[src/rtl/core/window_gradient_coherence_ratio_core_defines.svh]
// Assertion macros shared by the window gradient coherence ratio RTL.
// Each macro expects clk and rst in scope; NO_ASSERTIONS compiles them out.
`ifndef WINDOW_GRADIENT_COHERENCE_RATIO_CORE_DEFINES_SVH
`define WINDOW_GRADIENT_COHERENCE_RATIO_CORE_DEFINES_SVH

`ifndef NO_ASSERTIONS
`define WGCR_ASSERT(label, cond, msg) \
  label: assert property (@(posedge clk) disable iff (rst) (cond)) else $error(msg);
`define WGCR_ASSERT_IMP(label, ante, cons, msg) \
  label: assert property (@(posedge clk) disable iff (rst) (ante) |-> (cons)) else $error(msg);
`define WGCR_ASSERT_NXT(label, ante, cons, msg) \
  label: assert property (@(posedge clk) disable iff (rst) (ante) |=> (cons)) else $error(msg);
`else
`define WGCR_ASSERT(label, cond, msg)
`define WGCR_ASSERT_IMP(label, ante, cons, msg)
`define WGCR_ASSERT_NXT(label, ante, cons, msg)
`endif

`endif

[src/rtl/core/wgcr_pkg.sv]
// Package for the window gradient coherence ratio core: widths, codes, shared types.
// No dependencies.
`timescale 1ns / 1ps
`default_nettype none
package wgcr_pkg;

  localparam int SAMPLE_BITS     = 16;
  localparam int RATIO_FRAC_BITS = 16;
  localparam int MAG_FRAC        = RATIO_FRAC_BITS + 2;

  localparam int WIN          = 5;
  localparam int WIN_AREA     = WIN * WIN;
  localparam int ADDR_W       = $clog2(WIN_AREA);
  localparam int FIRST_CENTER = WIN + 1;
  localparam int LAST_CENTER  = 3 * WIN + 3;

  // gradient and norm datapath widths
  localparam int DIFF_W    = SAMPLE_BITS + 1;
  localparam int SUM_W     = SAMPLE_BITS + 5;
  localparam int NORM_IN_W = SUM_W - 1;
  localparam int SQ_W      = 2 * NORM_IN_W + 1;
  localparam int RAD_BITS  = SQ_W + 2 * MAG_FRAC;
  localparam int ROOT_W    = (RAD_BITS + 1) / 2;
  localparam int RAD_W     = 2 * ROOT_W;
  localparam int REM_W     = ROOT_W + 3;
  localparam int DEN_W     = ROOT_W + 4;
  localparam int RATIO_W   = RATIO_FRAC_BITS + 1;
  localparam int CNT_W     = $clog2(ROOT_W + 1);

  typedef logic signed [SAMPLE_BITS-1:0] sample_t;

  localparam sample_t FILL_RESET = {1'b1, {(SAMPLE_BITS-1){1'b0}}};
  localparam logic [RATIO_W-1:0] RATIO_ONE = {1'b1, {RATIO_FRAC_BITS{1'b0}}};

  // neighbor read order for one inner pixel
  localparam logic [2:0] RD_CTR  = 3'd0;
  localparam logic [2:0] RD_LF   = 3'd1;
  localparam logic [2:0] RD_RT   = 3'd2;
  localparam logic [2:0] RD_UP   = 3'd3;
  localparam logic [2:0] RD_DN   = 3'd4;
  localparam logic [2:0] RD_DONE = 3'd5;

  typedef struct packed {
    logic busy;
    logic done;
  } unit_stat_t;

endpackage
`default_nettype wire

[src/rtl/core/wgcr_ram.sv]
// Generic single-write, single-read RAM with registered read data.
// No dependencies.
`timescale 1ns / 1ps
`default_nettype none
module wgcr_ram #(
  parameter int WIDTH = 16,
  parameter int DEPTH = 25
) (
  input  logic                     clk,
  input  logic                     we,
  input  logic [$clog2(DEPTH)-1:0] waddr,
  input  logic [WIDTH-1:0]         wdata,
  input  logic [$clog2(DEPTH)-1:0] raddr,
  output logic [WIDTH-1:0]         rdata
);

  logic [WIDTH-1:0] mem [DEPTH];

  always_ff @(posedge clk) begin
    if (we) begin
      mem[waddr] <= wdata;
    end
    rdata <= mem[raddr];
  end

endmodule
`default_nettype wire

[src/rtl/core/wgcr_norm.sv]
// Bit-serial scaled norm: floor(sqrt((a^2 + b^2) << 2*MAG_FRAC)).
// Shift-add squarer (one operand bit per cycle), then restoring root (one bit per cycle).
`timescale 1ns / 1ps
`default_nettype none
module wgcr_norm (
  input  logic                            clk,
  input  logic                            rst,
  input  logic                            start,
  input  logic [wgcr_pkg::NORM_IN_W-1:0]  a,
  input  logic [wgcr_pkg::NORM_IN_W-1:0]  b,
  output logic [wgcr_pkg::ROOT_W-1:0]     root,
  output wgcr_pkg::unit_stat_t            stat
);
  import wgcr_pkg::*;

  typedef enum logic [2:0] {
    PH_IDLE = 3'b001,
    PH_SQ   = 3'b010,
    PH_ROOT = 3'b100
  } phase_t;

  phase_t               phase;
  logic [CNT_W-1:0]     cnt;
  logic                 done;
  logic [NORM_IN_W-1:0] a_sh, b_sh, a_val, b_val;
  logic [SQ_W-1:0]      acc;
  logic [RAD_W-1:0]     rad;
  logic [REM_W-1:0]     rem;

  logic [SQ_W-1:0]  sq_add, acc_next;
  logic [REM_W-1:0] rem_sh, trial, rem_sub;
  logic             take;

  always_comb begin
    sq_add   = (a_sh[NORM_IN_W-1] ? SQ_W'(a_val) : '0) +
               (b_sh[NORM_IN_W-1] ? SQ_W'(b_val) : '0);
    acc_next = {acc[SQ_W-2:0], 1'b0} + sq_add;
    rem_sh   = {rem[REM_W-3:0], rad[RAD_W-1 -: 2]};
    trial    = {1'b0, root, 2'b01};
    take     = rem_sh >= trial;
    rem_sub  = rem_sh - trial;
  end

  always_ff @(posedge clk) begin
    if (rst) begin
      phase <= PH_IDLE;
      cnt   <= '0;
      done  <= 1'b0;
    end else begin
      done <= 1'b0;
      case (phase)
        PH_IDLE: begin
          if (start) begin
            a_sh  <= a;
            b_sh  <= b;
            a_val <= a;
            b_val <= b;
            acc   <= '0;
            cnt   <= '0;
            phase <= PH_SQ;
          end
        end
        PH_SQ: begin
          a_sh <= {a_sh[NORM_IN_W-2:0], 1'b0};
          b_sh <= {b_sh[NORM_IN_W-2:0], 1'b0};
          acc  <= acc_next;
          cnt  <= cnt + 1'b1;
          if (cnt == CNT_W'(NORM_IN_W - 1)) begin
            rad   <= RAD_W'(acc_next) << (2 * MAG_FRAC);
            rem   <= '0;
            root  <= '0;
            cnt   <= '0;
            phase <= PH_ROOT;
          end
        end
        PH_ROOT: begin
          rad  <= {rad[RAD_W-3:0], 2'b00};
          rem  <= take ? rem_sub : rem_sh;
          root <= {root[ROOT_W-2:0], take};
          cnt  <= cnt + 1'b1;
          if (cnt == CNT_W'(ROOT_W - 1)) begin
            phase <= PH_IDLE;
            done  <= 1'b1;
          end
        end
        default: phase <= PH_IDLE;
      endcase
    end
  end

  assign stat.busy = (phase != PH_IDLE);
  assign stat.done = done;

endmodule
`default_nettype wire

[src/rtl/core/wgcr_div.sv]
// Restoring fraction divider, one quotient bit per cycle: num * 2^F / den, saturated at 1.0.
// Depends on wgcr_pkg.
`timescale 1ns / 1ps
`default_nettype none
module wgcr_div (
  input  logic                          clk,
  input  logic                          rst,
  input  logic                          start,
  input  logic [wgcr_pkg::ROOT_W-1:0]   num,
  input  logic [wgcr_pkg::DEN_W-1:0]    den,
  output logic [wgcr_pkg::RATIO_W-1:0]  ratio,
  output logic                          zero_gradient,
  output wgcr_pkg::unit_stat_t          stat
);
  import wgcr_pkg::*;

  typedef enum logic [1:0] {
    DV_IDLE = 2'b01,
    DV_RUN  = 2'b10
  } dphase_t;

  dphase_t          phase;
  logic [CNT_W-1:0] cnt;
  logic             done;
  logic [DEN_W-1:0] rem;

  logic [DEN_W:0] rem_sh, rem_sub;
  logic           take;

  always_comb begin
    rem_sh  = {rem, 1'b0};
    take    = rem_sh >= {1'b0, den};
    rem_sub = rem_sh - {1'b0, den};
  end

  always_ff @(posedge clk) begin
    if (rst) begin
      phase <= DV_IDLE;
      cnt   <= '0;
      done  <= 1'b0;
    end else begin
      done <= 1'b0;
      case (phase)
        DV_IDLE: begin
          if (start) begin
            if (den == '0) begin
              ratio         <= '0;
              zero_gradient <= 1'b1;
              done          <= 1'b1;
            end else if (DEN_W'(num) >= den) begin
              // truncated roots can overshoot
              ratio         <= RATIO_ONE;
              zero_gradient <= 1'b0;
              done          <= 1'b1;
            end else begin
              rem           <= DEN_W'(num);
              ratio         <= '0;
              zero_gradient <= 1'b0;
              cnt           <= '0;
              phase         <= DV_RUN;
            end
          end
        end
        DV_RUN: begin
          rem   <= take ? rem_sub[DEN_W-1:0] : rem_sh[DEN_W-1:0];
          ratio <= {ratio[RATIO_W-2:0], take};
          cnt   <= cnt + 1'b1;
          if (cnt == CNT_W'(RATIO_FRAC_BITS - 1)) begin
            phase <= DV_IDLE;
            done  <= 1'b1;
          end
        end
        default: phase <= DV_IDLE;
      endcase
    end
  end

  assign stat.busy = (phase != DV_IDLE);
  assign stat.done = done;

endmodule
`default_nettype wire

[src/rtl/core/window_gradient_coherence_ratio_core.sv]
// Window gradient coherence ratio core. Takes a 5x5 window of signed samples in
// row-major order, one transfer per cycle while loading, and after the 25th sample
// returns |sum of the nine inner-pixel gradients| / sum of their magnitudes as
// unsigned Q1.16 (zero_gradient set, ratio 0, when every magnitude is zero).
// Neighbors equal to the fill value written on cfg_data are replaced by the center
// pixel. Samples load at one per cycle; then the input stalls while the window
// is processed: for each of the nine inner pixels a read pass over center, left,
// right, up and down, a gradient step and a norm wait; then a norm of the summed
// gradient and a divide wait, with no bit loop when the ratio is zero or saturated.
// Each norm runs 20 squarer steps and 39 root steps in the shared bit-serial norm
// unit, which sets the pace of each window. The result sits in an output register,
// so loading of the next window starts as soon as the divide ends; a result still
// waiting there holds the core at the divide until it is taken.
// Depends on wgcr_pkg, wgcr_ram, wgcr_norm, wgcr_div and the defines header.
`timescale 1ns / 1ps
`default_nettype none
`include "window_gradient_coherence_ratio_core_defines.svh"
module window_gradient_coherence_ratio_core (
  input  logic                                clk,
  input  logic                                rst,
  input  logic                                cfg_write,
  input  logic [wgcr_pkg::SAMPLE_BITS-1:0]    cfg_data,
  input  logic                                sample_valid,
  output logic                                sample_stall,
  input  logic [wgcr_pkg::SAMPLE_BITS-1:0]    sample,
  output logic                                result_valid,
  input  logic                                result_stall,
  output logic [wgcr_pkg::RATIO_W-1:0]        ratio,
  output logic                                zero_gradient
);
  import wgcr_pkg::*;

  typedef enum logic [6:0] {
    S_LOAD = 7'b0000001,
    S_READ = 7'b0000010,
    S_GRAD = 7'b0000100,
    S_NORM = 7'b0001000,
    S_SUM  = 7'b0010000,
    S_NUMR = 7'b0100000,
    S_DIV  = 7'b1000000
  } state_t;

  localparam logic [1:0] COL_FIRST = 2'd1;
  localparam logic [1:0] COL_LAST  = 2'd3;

  state_t                   state;
  logic [ADDR_W-1:0]        load_pos;
  sample_t                  fill_reg;
  logic [ADDR_W-1:0]        center;
  logic [1:0]               col;
  logic [2:0]               rd_cnt;
  sample_t                  taps [5];
  logic signed [SUM_W-1:0]  sx, sy;
  logic [DEN_W-1:0]         den;

  logic                     in_xfer, out_xfer, res_load;
  logic [ADDR_W-1:0]        rd_addr;
  logic [SAMPLE_BITS-1:0]   rdata;
  sample_t                  ctr, lf_f, rt_f, up_f, dn_f;
  logic signed [DIFF_W-1:0] dx, dy;
  logic [DIFF_W-1:0]        dx_mag, dy_mag;
  logic [SUM_W-1:0]         sx_mag, sy_mag;

  logic                     norm_start;
  logic [NORM_IN_W-1:0]     norm_a, norm_b;
  logic [ROOT_W-1:0]        norm_root;
  unit_stat_t               norm_stat;
  logic                     div_start;
  logic [RATIO_W-1:0]       div_ratio;
  logic                     div_zero;
  unit_stat_t               div_stat;

  assign sample_stall = (state != S_LOAD);
  assign in_xfer      = sample_valid && !sample_stall;
  assign out_xfer     = result_valid && !result_stall;
  assign res_load     = (state == S_DIV) && !div_stat.busy && (!result_valid || !result_stall);

  always_comb begin
    case (rd_cnt)
      RD_CTR:  rd_addr = center;
      RD_LF:   rd_addr = center - 1'b1;
      RD_RT:   rd_addr = center + 1'b1;
      RD_UP:   rd_addr = center - ADDR_W'(WIN);
      RD_DN:   rd_addr = center + ADDR_W'(WIN);
      default: rd_addr = center;
    endcase
  end

  wgcr_ram #(
    .WIDTH(SAMPLE_BITS),
    .DEPTH(WIN_AREA)
  ) u_window (
    .clk  (clk),
    .we   (in_xfer),
    .waddr(load_pos),
    .wdata(sample),
    .raddr(rd_addr),
    .rdata(rdata)
  );

  // taps hold center, left, right, up, down after a read pass
  always_comb begin
    ctr    = taps[0];
    lf_f   = (taps[1] == fill_reg) ? ctr : taps[1];
    rt_f   = (taps[2] == fill_reg) ? ctr : taps[2];
    up_f   = (taps[3] == fill_reg) ? ctr : taps[3];
    dn_f   = (taps[4] == fill_reg) ? ctr : taps[4];
    dx     = DIFF_W'(rt_f) - DIFF_W'(lf_f);
    dy     = DIFF_W'(dn_f) - DIFF_W'(up_f);
    dx_mag = dx[DIFF_W-1] ? DIFF_W'(-dx) : DIFF_W'(dx);
    dy_mag = dy[DIFF_W-1] ? DIFF_W'(-dy) : DIFF_W'(dy);
    sx_mag = sx[SUM_W-1] ? SUM_W'(-sx) : SUM_W'(sx);
    sy_mag = sy[SUM_W-1] ? SUM_W'(-sy) : SUM_W'(sy);
  end

  assign norm_start = (state == S_GRAD) || (state == S_SUM);
  assign norm_a     = (state == S_SUM) ? sx_mag[NORM_IN_W-1:0] : NORM_IN_W'(dx_mag);
  assign norm_b     = (state == S_SUM) ? sy_mag[NORM_IN_W-1:0] : NORM_IN_W'(dy_mag);
  assign div_start  = (state == S_NUMR) && norm_stat.done;

  wgcr_norm u_norm (
    .clk  (clk),
    .rst  (rst),
    .start(norm_start),
    .a    (norm_a),
    .b    (norm_b),
    .root (norm_root),
    .stat (norm_stat)
  );

  wgcr_div u_div (
    .clk          (clk),
    .rst          (rst),
    .start        (div_start),
    .num          (norm_root),
    .den          (den),
    .ratio        (div_ratio),
    .zero_gradient(div_zero),
    .stat         (div_stat)
  );

  always_ff @(posedge clk) begin
    if (rst) begin
      fill_reg <= FILL_RESET;
    end else if (cfg_write) begin
      fill_reg <= sample_t'(cfg_data);
    end
  end

  always_ff @(posedge clk) begin
    if (rst) begin
      state        <= S_LOAD;
      load_pos     <= '0;
      rd_cnt       <= RD_CTR;
      center       <= ADDR_W'(FIRST_CENTER);
      col          <= COL_FIRST;
      result_valid <= 1'b0;
    end else begin
      if (out_xfer && !res_load) begin
        result_valid <= 1'b0;
      end
      case (state)
        S_LOAD: begin
          if (in_xfer) begin
            if (load_pos == ADDR_W'(WIN_AREA - 1)) begin
              load_pos <= '0;
              center   <= ADDR_W'(FIRST_CENTER);
              col      <= COL_FIRST;
              rd_cnt   <= RD_CTR;
              sx       <= '0;
              sy       <= '0;
              den      <= '0;
              state    <= S_READ;
            end else begin
              load_pos <= load_pos + 1'b1;
            end
          end
        end
        S_READ: begin
          rd_cnt <= rd_cnt + 1'b1;
          if (rd_cnt != RD_CTR) begin
            taps[4] <= sample_t'(rdata);
            for (int i = 0; i < 4; i++) begin
              taps[i] <= taps[i+1];
            end
          end
          if (rd_cnt == RD_DONE) begin
            rd_cnt <= RD_CTR;
            state  <= S_GRAD;
          end
        end
        S_GRAD: begin
          sx    <= sx + SUM_W'(dx);
          sy    <= sy + SUM_W'(dy);
          state <= S_NORM;
        end
        S_NORM: begin
          if (norm_stat.done) begin
            den <= den + DEN_W'(norm_root);
            if (center == ADDR_W'(LAST_CENTER)) begin
              state <= S_SUM;
            end else begin
              // step to the next inner pixel, wrapping to the next row
              center <= (col == COL_LAST) ? center + 2'd3 : center + 1'b1;
              col    <= (col == COL_LAST) ? COL_FIRST : col + 1'b1;
              state  <= S_READ;
            end
          end
        end
        S_SUM: begin
          state <= S_NUMR;
        end
        S_NUMR: begin
          if (norm_stat.done) begin
            state <= S_DIV;
          end
        end
        S_DIV: begin
          if (res_load) begin
            ratio         <= div_ratio;
            zero_gradient <= div_zero;
            result_valid  <= 1'b1;
            state         <= S_LOAD;
          end
        end
        default: state <= S_LOAD;
      endcase
    end
  end

  `WGCR_ASSERT(a_load_pos_range, load_pos < ADDR_W'(WIN_AREA), "load position past window")
  `WGCR_ASSERT_IMP(a_norm_start_idle, norm_start, !norm_stat.busy, "norm started while busy")
  `WGCR_ASSERT_IMP(a_div_done_wait, div_stat.done, state == S_DIV, "divide ended outside wait")
  `WGCR_ASSERT_IMP(a_zero_ratio, result_valid && zero_gradient, ratio == '0, "flag with ratio")

endmodule
`default_nettype wire

[config.mk]
export PLATFORM = sky130hd
export DESIGN_NAME = window_gradient_coherence_ratio_core
export DESIGN_NICKNAME = d
export VERILOG_FILES = /design/src/rtl/core/wgcr_pkg.sv /design/src/rtl/core/wgcr_ram.sv /design/src/rtl/core/wgcr_norm.sv /design/src/rtl/core/wgcr_div.sv /design/src/rtl/core/window_gradient_coherence_ratio_core.sv
export VERILOG_INCLUDE_DIRS = /design/src /design/src/rtl/core
export SDC_FILE = /design/constraint.sdc
export NUM_CORES = 2
export LEC_CHECK = 0
export ABC_AREA = 1
export BUFFER_PORTS_ARGS = -buffer_cell sky130_fd_sc_hd__buf_2
export CAP_MARGIN = 20
export CORE_UTILIZATION = 52
export DETAILED_ROUTE_END_ITERATION = 16
export PLACE_DENSITY = 0.73
export SETUP_SLACK_MARGIN = 0.05
export SLEW_MARGIN = 30
export SYNTH_ARGS = -nofsm -noshare
export SYNTH_HDL_FRONTEND = slang
export SYNTH_SLANG_ARGS = --single-unit
[constraint.sdc]
create_clock -name clk -period 21.2 [get_ports clk]
set_input_delay 0 -clock clk [delete_from_list [all_inputs] [get_ports clk]]
set_output_delay 0 -clock clk [all_outputs]
set_load 0.02 [all_outputs]
## Word level (Yosys, flattened, before mapping)

Memory sizes are Yosys's and may differ from the RTL's. A register that Yosys moved wholly into a read port is not among the register bits.
Index checks and enable logic that the tools add are counted.

- RAM bits: 480
- Bits in registers: 498
- Memories kept: 2

- Mux-type cells: 95
- $lt $le $gt $ge: 3
- Equal/unequal tests: 43
- Bitwise logic cells: 2
- Reduce and logical (&&, ||, !) cells: 40
- $add $sub $neg: 23

Memories:

| memory | words | bits a word | rd ports | clocked after Yosys merged registers in | write ports | RTL line | text |
|---|---|---|---|---|---|---|---|
| u_window.mem | 25 | 16 | 1 | 1 | 1 | wgcr_ram.sv:17 | `logic [WIDTH-1:0] mem [DEPTH];` |
| taps | 5 | 16 | 5 | 0 | 5 | window_gradient_coherence_ratio_core.sv:52 | `sample_t taps [5];` |

Operators by type and width:

| operator | number |
|---|---|
| $mux W43 | 7 |
| $pmux W43 S2 | 2 |
| $mux W20 | 8 |
| $pmux W40 S2 | 2 |
| $pmux W78 S2 | 1 |
| $mux W40 | 3 |
| $mux W17 | 5 |
| $pmux W21 S2 | 2 |
| $add A41 B41 Y41 | 2 |
| $pmux W20 S2 | 2 |
| $mux W78 | 1 |
| $pmux W39 S2 | 1 |
| $eq A16 B16 Y1 | 4 |
| $mux W16 | 4 |
| $pmux W7 S7 | 1 |
| $ge A44 B43 Y1 | 1 |
| $add A43 B39 Y43 | 1 |
| $ge A39 B43 Y1 | 1 |
| $logic_not A43 Y1 | 1 |
| $sub A43 B43 Y43 | 1 |
| $add A21 B17 Y21 | 2 |
| $ge A42 B41 Y1 | 1 |
| $mux W21 | 2 |
| $mux W7 | 6 |
| 57 further kinds | 145 |

## Logic depth before layout (Yosys ltp)

- Depth after elaboration: 9
- Gate-level depth with buffers: 32
- Mapped depth without buffers: 29

## Cells and area by module

A second synthesis with hierarchy kept.

- Cells, all modules: 7,439
- Area total of the unflattened synthesis: 59,487.1 um2

By module, submodules not included:

| module | times used | cells an instance | sequential area each (um2) | area each (um2) |
|---|---|---|---|---|
| window_gradient_coherence_ratio_core | 1 | 2,607 | 6,276.0 | 18,522.8 |
| wgcr_ram | 1 | 1,553 | 12,331.8 | 17,201.5 |
| wgcr_norm | 1 | 2,040 | 7,437.1 | 15,821.4 |
| wgcr_div | 1 | 1,239 | 2,011.9 | 7,941.4 |

## Worst setup path before layout

Ideal clock, no wire load.

- Path kind: reg-to-reg
- Start: register u_norm.phase[2]
- End: register u_norm.rad[36] (enable)
- Arrival time: 6,984 ps
- Cell stages (with the launch flop): 8
- Setup time: 643 ps
- Data required time: 20,557 ps
- Setup slack: 13,573 ps
- Clock period less this slack: 7,627 ps
- Path through: dfxtp_1 nor2_1 nand2_1 clkbuf_1 inv_1 clkbuf_1 nand2_1 o22ai_1

- Longest elaborated chain between the ends: 3
- Elaborated cells on any way between the ends: 5

Ends and longest elaborated chain:

| item | RTL line | text |
|---|---|---|
| start, declared | wgcr_norm.sv:22 | `phase_t phase;` |
| start signal, assigned | wgcr_norm.sv:46 | `phase <= PH_IDLE;` |
| start signal, assigned | wgcr_norm.sv:60 | `phase <= PH_SQ;` |
| start signal, assigned | wgcr_norm.sv:73 | `phase <= PH_ROOT;` |
| $eq A3 B2 Y1 or $eq A3 B3 Y1 (tied branches) | wgcr_norm.sv:51 | `case (phase)` |
| $ne A2 B1 Y1 (no line) or $reduce_bool A2 Y1 (tied branches) | n/a |  |
| $reduce_and A3 Y1 (no line) (*) | n/a |  |
| end signal, assigned | wgcr_norm.sv:69 | `rad <= RAD_W'(acc_next) << (2 * MAG_FRAC);` |
| end signal, assigned | wgcr_norm.sv:77 | `rad <= {rad[RAD_W-3:0], 2'b00};` |
| end, declared | wgcr_norm.sv:27 | `logic [RAD_W-1:0] rad;` |

Every way passes the cells marked *; elsewhere a longest branch is shown, timed or not.
A chain may end at the register's enable or synchronous reset.

## Final worst setup path

- Start: register fill_reg[12]
- End: register sx[18], data pin

- Longest elaborated chain between the ends: 5
- Elaborated cells on any way between the ends: 7

Ends and longest elaborated chain:

| item | RTL line | text |
|---|---|---|
| start, declared | window_gradient_coherence_ratio_core.sv:48 | `sample_t fill_reg;` |
| start signal, assigned | window_gradient_coherence_ratio_core.sv:146 | `fill_reg <= sample_t'(cfg_data);` |
| $eq A16 B16 Y1 (on tied branches) | window_gradient_coherence_ratio_core.sv:105, window_gradient_coherence_ratio_core.sv:104 |  |
| $mux W16 (on tied branches) | window_gradient_coherence_ratio_core.sv:105, window_gradient_coherence_ratio_core.sv:104 |  |
| $sub A16 B16 Y17 (*) | window_gradient_coherence_ratio_core.sv:108 | `dx = DIFF_W'(rt_f) - DIFF_W'(lf_f);` |
| $add A21 B17 Y21 (*) | window_gradient_coherence_ratio_core.sv:193 | `sx <= sx + SUM_W'(dx);` |
| $pmux W21 S2 (*) | window_gradient_coherence_ratio_core.sv:162 | `case (state)` |
| end signal, assigned | window_gradient_coherence_ratio_core.sv:193 |  |
| end, declared | window_gradient_coherence_ratio_core.sv:53 | `logic signed [SUM_W-1:0] sx, sy;` |

Marks and branches as above.

==> summary.txt <==
Routed via count = 46.93k
Post-synthesis register bit count = 958
Reg clk slew, reported paths = 0.06 ns
Crit Path Max Fanout = 17
Rel. slew slack = 34.98%
Simple-Gate Fraction of Synth Area = 20.82%
Setup Buffers After CTS = 0
GRT Overall Usage = 28.38%
Worst clock skew = 0.05326 ns
Chip width = 334.1 microns
Biggest regs = u_window.mem: 400 flops, taps: 80 flops
Synthesized Nets = 7119
Sequential fraction of design power = 42.9%
Syn avg cell area = 8.468 sq um
Tmin final = 5.904 ns
Num rows = 121
Comb power frac = 22.0%
H-tree levels = 3
Worst slack at placement = 15.41 ns
Worst R2R Setup Slack = 15.30 ns
Main synth FF type = edfxtp_1
Vias per cell = 5.598
Ys Warns = 0
Crit path DAT = 6.37 ns
Tcrit/Tclk final = 27.85%
CP top delay family = simple AND/OR/NAND/NOR gates
Port Buf Inserts = 56
Top cell by count, worst path = nand2_1
Root Driver = clkbuf_16
Switch Pwr = 1.629 mW
First-pass GRT wire length = 247500 microns
Capture point of the worst path = sx[18]$_SDFFCE_PN0P_
R2R Path End = sx[18]$_SDFFCE_PN0P_
Final Total Pwr = 5.090 mW
Ys async rst share = 0%
Initial Util = 52.53%
WP buf/inv = 5
Endpoints failing setup = 0
Gr ovfl total = 0
Clk network pwr share = 35.1%
Clock sinks = 958
Share of layout cells above drive strength 1 = 4.647%
CP Depth = 26
Top post-synthesis cells by count = nand2_1 (1495), inv_1 (952), edfxtp_1 (885)
Mapped Cells = 6772
Antenna violation net count after detailed routing = 0
Yosys top cell area share = 46.35%
Yosys cell types = 63
Mapped Area = 57340 sq um
WP data required = 21.67 ns
Xor and xnor area share after synthesis = 2.398%
Die Area = 111600 sq um
Critical-path top delay cell = nand3b_1
Reg with most FFs = u_window.mem
Peak Freq = 169.4 MHz
WS Path Type = reg2reg
Largest net degree at the start of global routing = 128
Vias in the first global route = 43.69k
Most frequent cell after synthesis = nand2_1
Final Hold Fails = 0
# nets final = 7171
Largest family of logic cells by synthesized area = simple AND/OR/NAND/NOR gates
Iteration-0 DRC Markers = 4455
CTS tree = yes
Setup TNS = 0 ns
DP Wirelength = 114900 microns
Pwr/cell area = 80.84 nW/um^2
Ant diodes = 0
Max Cap Viol = 0
Crit path largest cell delay = 0.58 ns
Pins Over Slew Limit = 0
Number of synthesized flops with an enable pin = 885
Status = complete, no violations
Crit end category = flop
Post-Route WL = 159900 microns
Die height = 334.1 microns
Core Util, Final = 57.69%
Setup WS post-layout = 15.30 ns
Core ar. = 109200 sq um
Initial antenna violation count = 0
Largest cells by area after synthesis = edfxtp_1 (46%), nand2_1 (9.8%), inv_1 (6.2%)
Worst r2r src = fill_reg[12]$_SDFFE_PP0P_
Worst-Margin Slew = 0.9752 ns
Switch share = 32.01%
Min-delay worst type = in2reg
Largest area contributor in the netlist = edfxtp_1
DRC = 0
Crit start category = flop
Crit path from = fill_reg[12]$_SDFFE_PP0P_
TritonCTS buffer count = 101
Largest register FFs = 400
Ports = 57
Pint = 3.461 mW
Worst-Skew Late Latency = 0.73 ns
Post-cts resize count = 0
Area Growth Syn to Fin = 9.810%
Post-Synth Adder-Cell Area = 7.118%
Worst VDD drop = 0.00008196 V
Mux cell area share after synthesis = 0.01964%
Wire per inst = 19.07 microns
Compound-Gate Fraction of Synth Area = 12.76%
RD Place Congestion = 1.001
Static leakage = 26.07 nW
TritonRoute pass-1 iters = 6
Register area share after synthesis = 48.89%
Reg2reg path depth = 26
Buffer depth of the longest clock path = 3
RSZ-0062 raised after global routing = false
-- power by group through the flow --
stage | sequential (mW) | combinational (mW) | clock (mW)
floorplan | 2.20 | 0.747 | 0
global placement | 2.22 | 1.08 | 0
detailed placement | 2.22 | 1.09 | 0
CTS | 2.18 | 1.11 | 1.80
global route | 2.19 | 1.22 | 1.87
finish | 2.19 | 1.12 | 1.79
-- worst min path at each step --
stage / cells past startpoint / from / end
after detailed placement: 3 / cfg_data[15] / fill_reg[15]$_SDFFE_PP1P_
after global routing: 3 / cfg_write / fill_reg[5]$_SDFFE_PP0P_
after floorplan: 0 / sample[0] / u_window.mem[0][0]$_DFFE_PP_
after global placement: 3 / cfg_data[15] / fill_reg[15]$_SDFFE_PP1P_
after CTS: 3 / cfg_write / fill_reg[5]$_SDFFE_PP0P_
final: 3 / cfg_write / fill_reg[5]$_SDFFE_PP0P_
-- cell type report --
type / instances / area (sq um)
Sequential cell: 958 / 28040
Tap cell: 1476 / 1847
Clock buffer: 127 / 2655
Fill cell: 9672 / 46190
Multi-Input combinational cell: 4636 / 24930
Clock inverter: 59 / 661.9
Inverter: 966 / 3628
Timing Repair Buffer: 161 / 1205
-- cells in the final DEF (no fill, tap or decap), types with 21 or more instances in the layout --
master         netlist  layout
o21ai_0            449     449
buf_4               20      53
ha_1               283     283
dlygate4sd3_1        0      47
xnor2_1             51      51
nand3_1            387     386
a31oi_1             35      35
o21bai_1            33      33
dfxtp_1             73      73
o21ai_1             30      30
inv_1              952     949
a21o_1              47      47
clkinv_1             3      25
buf_2               60      56
nor2_1             729     721
o21a_1              21      21
o211ai_1           154     154
nor3_1              89      86
nor4_1              39      37
nand4_1             82      82
o22ai_1             33      32
fa_1                27      27
clkbuf_16            0     101
a21oi_1            431     429
clkbuf_1           121      23
edfxtp_1           885     885
xor2_1             106     106
nand2_1           1495    1493
-- stage by stage --
step	area, sq um	cells	hold WS [ns]
4_1_cts	62950	8383	0.07552
6_report	62970	8383	0.1051
5_1_grt	62970	8383	0.1610
3_5_place_dp	59160	8150	0.2172
3_3_place_gp	59120	8149	0.2113
2_1_floorplan	57340	6772	0.09887
-- metal layers --
layer	up-vias	global-route usage [%]	part of all wire [%]
met5	-	0	0
met3	300	3.572	7.0
met1	21990	39.74	44
met2	1701	45.61	46
li1	22940	-	-
met4	0	9.565	3.5
-- cell families (layout without fill, tap and decap cells) --
kind of cell    after synthesis  in the layout
buf+inv                    1178           1313
fa+ha+maj                   310            310
xor+xnor                    157            157
compound gates             1285           1285
simple gates               2883           2883
flops                       958            958
mux                           1              1
-- worst register-to-register path: cells and delay by family, from the launching register on --
family / cells / cell delay (ns)
compound gates: 6 / 1.52
fa+ha+maj: 3 / 1.02
xor+xnor: 1 / 0.32
flops: 1 / 0.41
simple gates: 11 / 1.59
buf+inv: 5 / 0.80
-- timing repair --
item,CTS,global route
hold buffers,47,0
hold endpoints to repair,432,0
setup endpoints to repair,0,0
No activity file was read; power rests on OpenSTA's default activity.
